`config.mk`:
```
export PLATFORM = sky130hd
export DESIGN_NAME = evm_alu_ctrl
export DESIGN_NICKNAME = d
export VERILOG_FILES = /design/src/hw/rtl/evm_alu_pkg.sv /design/src/hw/rtl/evm_alu_ctrl.sv
export SDC_FILE = /design/constraint.sdc
export NUM_CORES = 1
export LEC_CHECK = 0
export ABC_AREA = 1
export CAP_MARGIN = 40
export CORE_AREA = 2 2 39 41
export DETAILED_ROUTE_END_ITERATION = 12
export DIE_AREA = 0 0 41 43
export DONT_BUFFER_PORTS = 1
export GPL_ROUTABILITY_DRIVEN = 0
export GPL_TIMING_DRIVEN = 0
export PLACE_DENSITY = 0.46
export SLEW_MARGIN = 15
export SYNTH_ARGS = -nofsm -noshare
export SYNTH_HDL_FRONTEND = slang
export SYNTH_SLANG_ARGS = --single-unit
```
`constraint.sdc`:
```
create_clock -name clock -period 2.56 [get_ports clock]
set_input_delay 0.768 -clock clock [delete_from_list [all_inputs] [get_ports clock]]
set_output_delay 0.768 -clock clock [all_outputs]
set_load 0.03 [all_outputs]
```
`src/hw/rtl/evm_alu_pkg.sv`:
```
// Shared types for the 256-bit EVM word ALU: operation codes, controller
// states and the command/status bundles between controller and datapath.
// No dependencies.
`default_nettype none
package evm_alu_pkg;

   typedef enum logic [4:0] {
      OP_ADD  = 5'd0,  OP_SUB  = 5'd1,  OP_MUL  = 5'd2,  OP_DIV  = 5'd3,
      OP_MOD  = 5'd4,  OP_AND  = 5'd5,  OP_OR   = 5'd6,  OP_XOR  = 5'd7,
      OP_NOT  = 5'd8,  OP_GT   = 5'd9,  OP_EQ   = 5'd10, OP_LT   = 5'd11,
      OP_EXP  = 5'd12, OP_SDIV = 5'd13, OP_SMOD = 5'd14, OP_SGT  = 5'd15,
      OP_SLT  = 5'd16, OP_SHL  = 5'd17, OP_SHR  = 5'd18, OP_SAR  = 5'd19
   } op_type;

   typedef enum logic [2:0] {
      ST_IDLE, ST_DISPATCH, ST_MUL, ST_DIV, ST_EXP_TEST, ST_EXP_RMUL,
      ST_EXP_SQR, ST_OUT
   } state_type;

   // multiplier operand pairs
   typedef enum logic [1:0] {
      MSEL_AB, MSEL_RP, MSEL_PP
   } msel_type;

   typedef struct packed {
      logic     load;       // capture request payload
      logic     simple_wr;  // write combinational result
      logic     mul_start;
      msel_type mul_sel;
      logic     mul_to_res;
      logic     mul_to_r;
      logic     mul_to_p;   // also shifts exponent
      logic     div_start;
      logic     div_wr;
      logic     exp_init;
      logic     exp_wr;     // result = running product
   } cmd_type;

   typedef struct packed {
      logic [4:0] op;
      logic       mul_done;
      logic       div_done;
      logic       e_zero;
      logic       e_lsb;
   } status_type;

endpackage
`default_nettype wire

```
`src/hw/rtl/evm_alu_ctrl.sv`:
```
// Controller state machine: sequences accept, dispatch, multi-cycle
// units and response. Depends on evm_alu_pkg.
`default_nettype none
module evm_alu_ctrl
   import evm_alu_pkg::*;
(
   input  wire logic       clock,
   input  wire logic       reset,
   input  wire logic       req_valid,
   output logic            req_ready,
   output logic            rsp_valid,
   input  wire logic       rsp_ready,
   input  wire status_type status,
   output cmd_type         cmd
);
   state_type state_ff, state_in;
   logic is_mul, is_div, is_exp;

   assign is_mul = (status.op == OP_MUL);
   assign is_exp = (status.op == OP_EXP);
   assign is_div = (status.op == OP_DIV) || (status.op == OP_MOD) ||
                   (status.op == OP_SDIV) || (status.op == OP_SMOD);

   always_ff @(posedge clock) begin
      if (reset) state_ff <= ST_IDLE;
      else       state_ff <= state_in;
   end

   always_comb begin
      state_in = state_ff;
      unique case (state_ff)
         ST_IDLE:     if (req_valid) state_in = ST_DISPATCH;
         ST_DISPATCH: begin
            if (is_mul)      state_in = ST_MUL;
            else if (is_div) state_in = ST_DIV;
            else if (is_exp) state_in = ST_EXP_TEST;
            else             state_in = ST_OUT;
         end
         ST_MUL:      if (status.mul_done) state_in = ST_OUT;
         ST_DIV:      if (status.div_done) state_in = ST_OUT;
         ST_EXP_TEST: begin
            if (status.e_zero)     state_in = ST_OUT;
            else if (status.e_lsb) state_in = ST_EXP_RMUL;
            else                   state_in = ST_EXP_SQR;
         end
         ST_EXP_RMUL: if (status.mul_done) state_in = ST_EXP_SQR;
         ST_EXP_SQR:  if (status.mul_done) state_in = ST_EXP_TEST;
         ST_OUT:      if (rsp_ready) state_in = ST_IDLE;
         default:     state_in = ST_IDLE;
      endcase
   end

   always_comb begin
      cmd       = '0;
      cmd.mul_sel = MSEL_AB;
      req_ready = 1'b0;
      rsp_valid = 1'b0;
      unique case (state_ff)
         ST_IDLE: begin
            req_ready = 1'b1;
            cmd.load  = req_valid;
         end
         ST_DISPATCH: begin
            cmd.simple_wr = !(is_mul || is_div || is_exp);
            cmd.mul_start = is_mul;
            cmd.div_start = is_div;
            cmd.exp_init  = is_exp;
         end
         ST_MUL: cmd.mul_to_res = status.mul_done;
         ST_DIV: cmd.div_wr     = status.div_done;
         ST_EXP_TEST: begin
            cmd.exp_wr    = status.e_zero;
            cmd.mul_start = !status.e_zero;
            cmd.mul_sel   = status.e_lsb ? MSEL_RP : MSEL_PP;
         end
         ST_EXP_RMUL: begin
            cmd.mul_to_r  = status.mul_done;
            cmd.mul_start = status.mul_done;
            cmd.mul_sel   = MSEL_PP;
         end
         ST_EXP_SQR: cmd.mul_to_p = status.mul_done;
         ST_OUT:     rsp_valid    = 1'b1;
         default: ;
      endcase
   end
endmodule
`default_nettype wire

```
==> results of run 1 <==
-- power breakdown --
group	total [mW]	internal (mW)	switching, mW	leakage (nW)
combinational	0.484	0.131	0.354	0.212
sequential	0.0962	0.0702	0.0259	0.0248
clock	0.0817	0.0583	0.0233	0.0150
-- area by class of cell --
| cell class | instances | area [um^2] |
|---|---|---|
| clock buffers | 4 | 26.3 |
| fillers | 171 | 870 |
| flip-flops and latches | 3 | 60.1 |
| repair buffers | 1 | 5.00 |
| inverters | 17 | 63.8 |
| multi-input cells | 61 | 332 |
| plain buffers | 1 | 7.51 |
| well taps | 16 | 20.0 |
-- path summary, 6_finish.rpt --
kind                from          end  slack (ns)  cells past startpoint
max          state_ff[2]       cmd[9]        0.13                      6
min          state_ff[2]  state_ff[2]        0.57                      2
max reg2reg  state_ff[2]  state_ff[0]        1.08                      8
min reg2reg  state_ff[2]  state_ff[2]        0.57                      2
-- metrics by stage --
step	setup TNS (ns)	cells
2_1_floorplan	0	82
3_3_place_gp	0	98
3_5_place_dp	0	99
4_1_cts	0	103
5_1_grt	-0.000413	103
6_report	0	103
-- worst register-to-register path: cells and delay by family, from the launching register on --
family                 cells  cell delay [ns]
flip-flops                 1             0.46
AND/OR/NAND/NOR            6             0.77
buffers and inverters      2             0.19
-- synth_stat cells (all sizes together) --
library cell	n
nor2	15
o21bai	1
a21oi	3
a31oi	2
o221ai	1
nor3b	1
buf	1
nand4	1
nand3	7
nor3	5
clkinv	1
dfxtp	3
o21ai	3
nand2	22
inv	16
-- cell usage in the layout, fill, tap and decap left out --
master	instances
buf_4	1
nand2_1	19
nor2_4	3
a31oi_1	1
a21oi_2	1
o21ai_0	1
nand2_4	1
nor2_1	10
inv_2	2
clkbuf_4	3
buf_2	1
nor2_2	2
nor3_2	2
nand2_2	2
inv_1	14
o21ai_1	2
a21oi_1	2
o221ai_1	1
nor3b_1	1
a31oi_2	1
dfxtp_1	3
clkbuf_1	1
o21bai_1	1
nand3_1	7
nand4_1	1
clkinv_1	1
nor3_1	3
-- logic make-up after synthesis --
group / after synthesis
AND/OR/NAND/NOR: 51
buffers and inverters: 18
AO/OA/AOI/OAI: 10
flip-flops: 3
-- layer usage --
| layer | global-route usage [%] | wire [um] |
|---|---|---|
| met1 | 18.3 | 465 |
| met2 | 22.5 | 562 |
| met3 | 0 | 42 |
| met4 | 8.00 | 0 |
| met5 | 0 | 0 |
-- repair_timing --
action / CTS / global route
hold buffers: 0 / 0
resized for setup: 1 / 1
endpoints found under the hold margin: 0 / 0
endpoints found under the setup margin: 1 / 1
pin swaps: 0 / 0
==> results.md, run 1 <==
* Worst-margin pin slew at 0.907 ns
* DIE WIDTH at 41 um
* Largest regs: state_ff x3
* Leading area contributor after synthesis: nand2_1
* Core Rows at 14
* Initial DRC count at 3
* Hold Crit Class: reg2reg
* Remaining Overflow, GRT at 0
* Final core occ at 37.2%
* Sink Count at 3
* Warnings from Yosys at 0
* Die area at 1760 um^2
* Vias at 510
* # setup viols final at 0
* Core area at 1380 um^2
* Inserted Diodes at 0
* Root Driver: clkbuf_4
* Cell area after synthesis at 454 um^2
* Post-synthesis sequential area ratio at 13.2%
* DP Worst Slack at 0.0701 ns
* Post-Synthesis Cells at 82
* CP Cell Sequence: inv_2, nor2_4, nand2_1, nor2_2, inv_1, o221ai_1
* Synth Area in Compound Gates at 13.8%
* Slew headroom at 39.1%
* Routed wire length at 1070 um
* Die Span Y at 43 um
* DRT Pass-1 Iters at 3
* CTS H-tree depth at 1
* Largest net degree at the start of global routing at 10
* Worst path bufs/invs at 2
* Clock skew at 0.00198 ns
* CP max FO at 6
* Fin area at 514 um^2
* Layout cell share with drive strength beyond 1 at 21.8%
* Post-CTS setup repair buffer count at 0
* # IOs at 27
* CTS tree: done
* Main combinational cell family by area after synthesis: simple AND/OR/NAND/NOR gates
* Post-DP HPWL at 902 um
* Most flop-heavy register: state_ff
* Final setup margin at 0.131 ns
* WL per Instance at 10.4 um
* Setup CP Type: reg2out
* Initial antenna violation count at 0
* Synth Area in Simple Gates at 57.3%
* Final Critical Period at 2.43 ns
* Fmax at 412 MHz
* GRT Total Usage at 14.1%
* Critical Path RT at 1.79 ns
* Mux cell area share after synthesis at 0%
* Tcrit/Tclk final at 94.9%
* Pwr dens at 1290 nW/um^2
* Worst-case clock buffer depth at 2
* Slew Limit Fails at 0
* Via density per instance at 4.95
* IO Port Bufs at 0
* Worst-Skew Late Latency at 0.23 ns
* First-pass GRT wire length at 1770 um
* VDD IR max at 0.348 mV
* Area contributors post-synth: nand2_1 16%, dfxtp_1 13%, inv_1 12%
* Register bit count reported by yosys at 3
* Slowest cell on crit path: dfxtp_1
* Post-DP Area at 479 um^2
* Area grow syn2layout at 13.2%
* Xor and xnor area share after synthesis at 0%
* Crit path capture type: output pin
* Drt drc at 0
* CTS clk-pin slew, worst paths at 0.03 ns
* Crit path arrival time at 1.66 ns
* Maxcap violations at 0
* Antenna-violating nets left at 0
* Adder-cell share of the synthesized area at 0%
* Initial Utilization at 32.8%
* Status: finished clean
* Total power at 0.662 mW
* Synth cell types at 23
* CP peak stage delay at 0.46 ns
* TritonCTS Buffers at 3
* P_leak at 0.252 nW
* Synth top area share at 15.7%
* Worst setup SP type: flip-flop
* Fin Hold WS at 0.568 ns
* Top Family by Delay on Critical Path: simple AND/OR/NAND/NOR gates
* Vias in the first global route at 484
* Final-report hold violation count at 0
* Syn_nets at 95
* Max reg flops at 3
* Fin nets at 101
* Avg Cell Area, Syn at 5.54 um^2
Note: power is estimated with default switching activity, not from simulation.
==> inputs of run 2 (changes only) <==
Settings changed: HOLD_SLACK_MARGIN set to 0.08, REMOVE_ABC_BUFFERS set to 1.
==> results.md, run 2 (synthesis gave the netlist of run 1 again) <==
* Status: finished clean
* Root Driver: clkbuf_4
* Core area at 1380 um^2
* Crit path capture type: output pin
* Initial DRC count at 11
* # IOs at 27
* Antenna-violating nets left at 0
* GRT Total Usage at 13.7%
* Pwr dens at 1300 nW/um^2
* Clock skew at 0.00275 ns
* Initial Utilization at 32.8%
* Clock share of power at 13.0%
* CTS H-tree depth at 1
* Worst-margin pin slew at 0.897 ns
* Sw Pwr at 0.407 mW
* TritonCTS Buffers at 3
* Sequential share of power at 17.5%
* Layout cell share with drive strength beyond 1 at 20.9%
* Worst setup SP type: flip-flop
* Internal power at 0.250 mW
* Worst-case clock buffer depth at 2
* Hold Startpoint: state_ff[0]
* CTS tree: done
* WL per Instance at 10.4 um
* CP max FO at 6
* Initial antenna violation count at 0
* Fmax at 413 MHz
* Critical Path RT at 1.79 ns
* CTS clk-pin slew, worst paths at 0.04 ns
* Tcrit/Tclk final at 94.7%
* Critical R2R Capture: state_ff[0]
* Worst reg2reg startpoint: state_ff[2]
* Worst-Skew Late Latency at 0.23 ns
* Comb pwr share at 69.5%
* Most flop-heavy register: state_ff
* Vias in the first global route at 430
* Setup CP Type: reg2out
* Setup TNS at 0 ns
* Routed wire length at 1060 um
* Slew headroom at 39.7%
* Core Rows at 14
* # setup viols final at 0
* RSZ-0062 raised after global routing: no
* Commonest non-fill, non-tap cell in the layout: nand2_1
* Die Span Y at 43 um
* IO Port Bufs at 0
* Maxcap violations at 0
* Hold Path End: state_ff[0]
* Post-CTS setup repair buffer count at 0
* DRT Pass-1 Iters at 4
* P_leak at 0.246 nW
* DIE WIDTH at 41 um
* Via density per instance at 4.89
* Hold Crit Class: reg2reg
* Die area at 1760 um^2
* Largest regs: state_ff x3
* Fin nets at 100
* Switching part of the total at 62.0%
* Final Critical Period at 2.42 ns
* Post-DP HPWL at 877 um
* Crit path arrival time at 1.66 ns
* Reg2reg setup slack at 1.11 ns
* Slew Limit Fails at 0
* Vias at 499
* Fin Hold WS at 0.569 ns
* WHS Path Cells at 2
* First-pass GRT wire length at 1670 um
* Final-report hold violation count at 0
* Area grow syn2layout at 11.6%
* Remaining Overflow, GRT at 0
* Max reg flops at 3
* Inserted Diodes at 0
* Drt drc at 0
* Most frequent cells in the layout: 19 x nand2_1, 14 x inv_1, 10 x nor2_1, 7 x nand3_1
* Sink Count at 3
* Largest net degree at the start of global routing at 10
* Worst R2R Path Depth at 8
* VDD IR max at 0.317 mV
[run 2: cell types whose count changed in the layout (fill, tap and decap cells not counted)]
cell / change
buf_4: -1
[run 2: area by class of cell]
type,count,area [um^2]
Sequential cell,3,60.1
Fill cell,163,877
Inverter,17,63.8
Tap cell,16,20.0
Timing Repair Buffer,1,5.00
Clock buffer,4,26.3
Multi-Input combinational cell,61,332
[run 2: what timing repair did]
action / in CTS / in global routing
resized for setup: 1 / 1
hold buffers: 0 / 0
gates cloned: 0 / 0
endpoints found under the setup margin: 1 / 1
[run 2: layer usage]
| layer | vias up | wire (um) | GRT usage (%) |
|---|---|---|---|
| met5 | - | 0 | 0 |
| met4 | 0 | 0 | 6.00 |
| met3 | 0 | 68 | 3.14 |
| met2 | 23 | 541 | 20.9 |
| met1 | 208 | 451 | 17.6 |
| li1 | 268 | - | - |
[run 2: worst max-delay path, cell delays in order, from the launching register on]
cell and delay, ns:
dfxtp_1 0.45, inv_2 0.11, nor2_4 0.11, nand2_1 0.09, nor2_2 0.34, inv_1 0.07, o221ai_1 0.26
[run 2: how the worst max path moves through the flow]
stage                      from       to  slack (ns)  cells past startpoint
floorplan             status[4]  cmd[10]        0.16                      7
finish              state_ff[2]   cmd[9]        0.14                      6
detailed placement    status[3]   cmd[9]        0.08                      4
global route        state_ff[2]   cmd[9]        0.02                      6
global placement      status[4]  cmd[10]        0.07                      7
CTS                   status[4]  cmd[10]        0.08                      7
[run 2: power groups by stage]
stage | sequential (mW) | combinational [mW] | clock, mW
after floorplan | 0.106 | 0.397 | 0
after global placement | 0.116 | 0.451 | 0
after detailed placement | 0.114 | 0.453 | 0
after CTS | 0.114 | 0.456 | 0.0906
after global routing | 0.121 | 0.511 | 0.0935
final | 0.115 | 0.456 | 0.0851
[run 2: per-stage QoR]
stage | utilization [%] | cell area (um^2) | instances | power [mW] | setup slack, ns
after CTS | 36.2 | 500 | 102 | 0.661 | 0.0792
final | 36.6 | 507 | 102 | 0.656 | 0.137
after floorplan | - | 447 | 81 | 0.503 | 0.155
after global placement | 33.7 | 467 | 97 | 0.567 | 0.0655
after global routing | 36.6 | 507 | 102 | 0.725 | 0.0172
after detailed placement | 34.1 | 472 | 98 | 0.566 | 0.0764
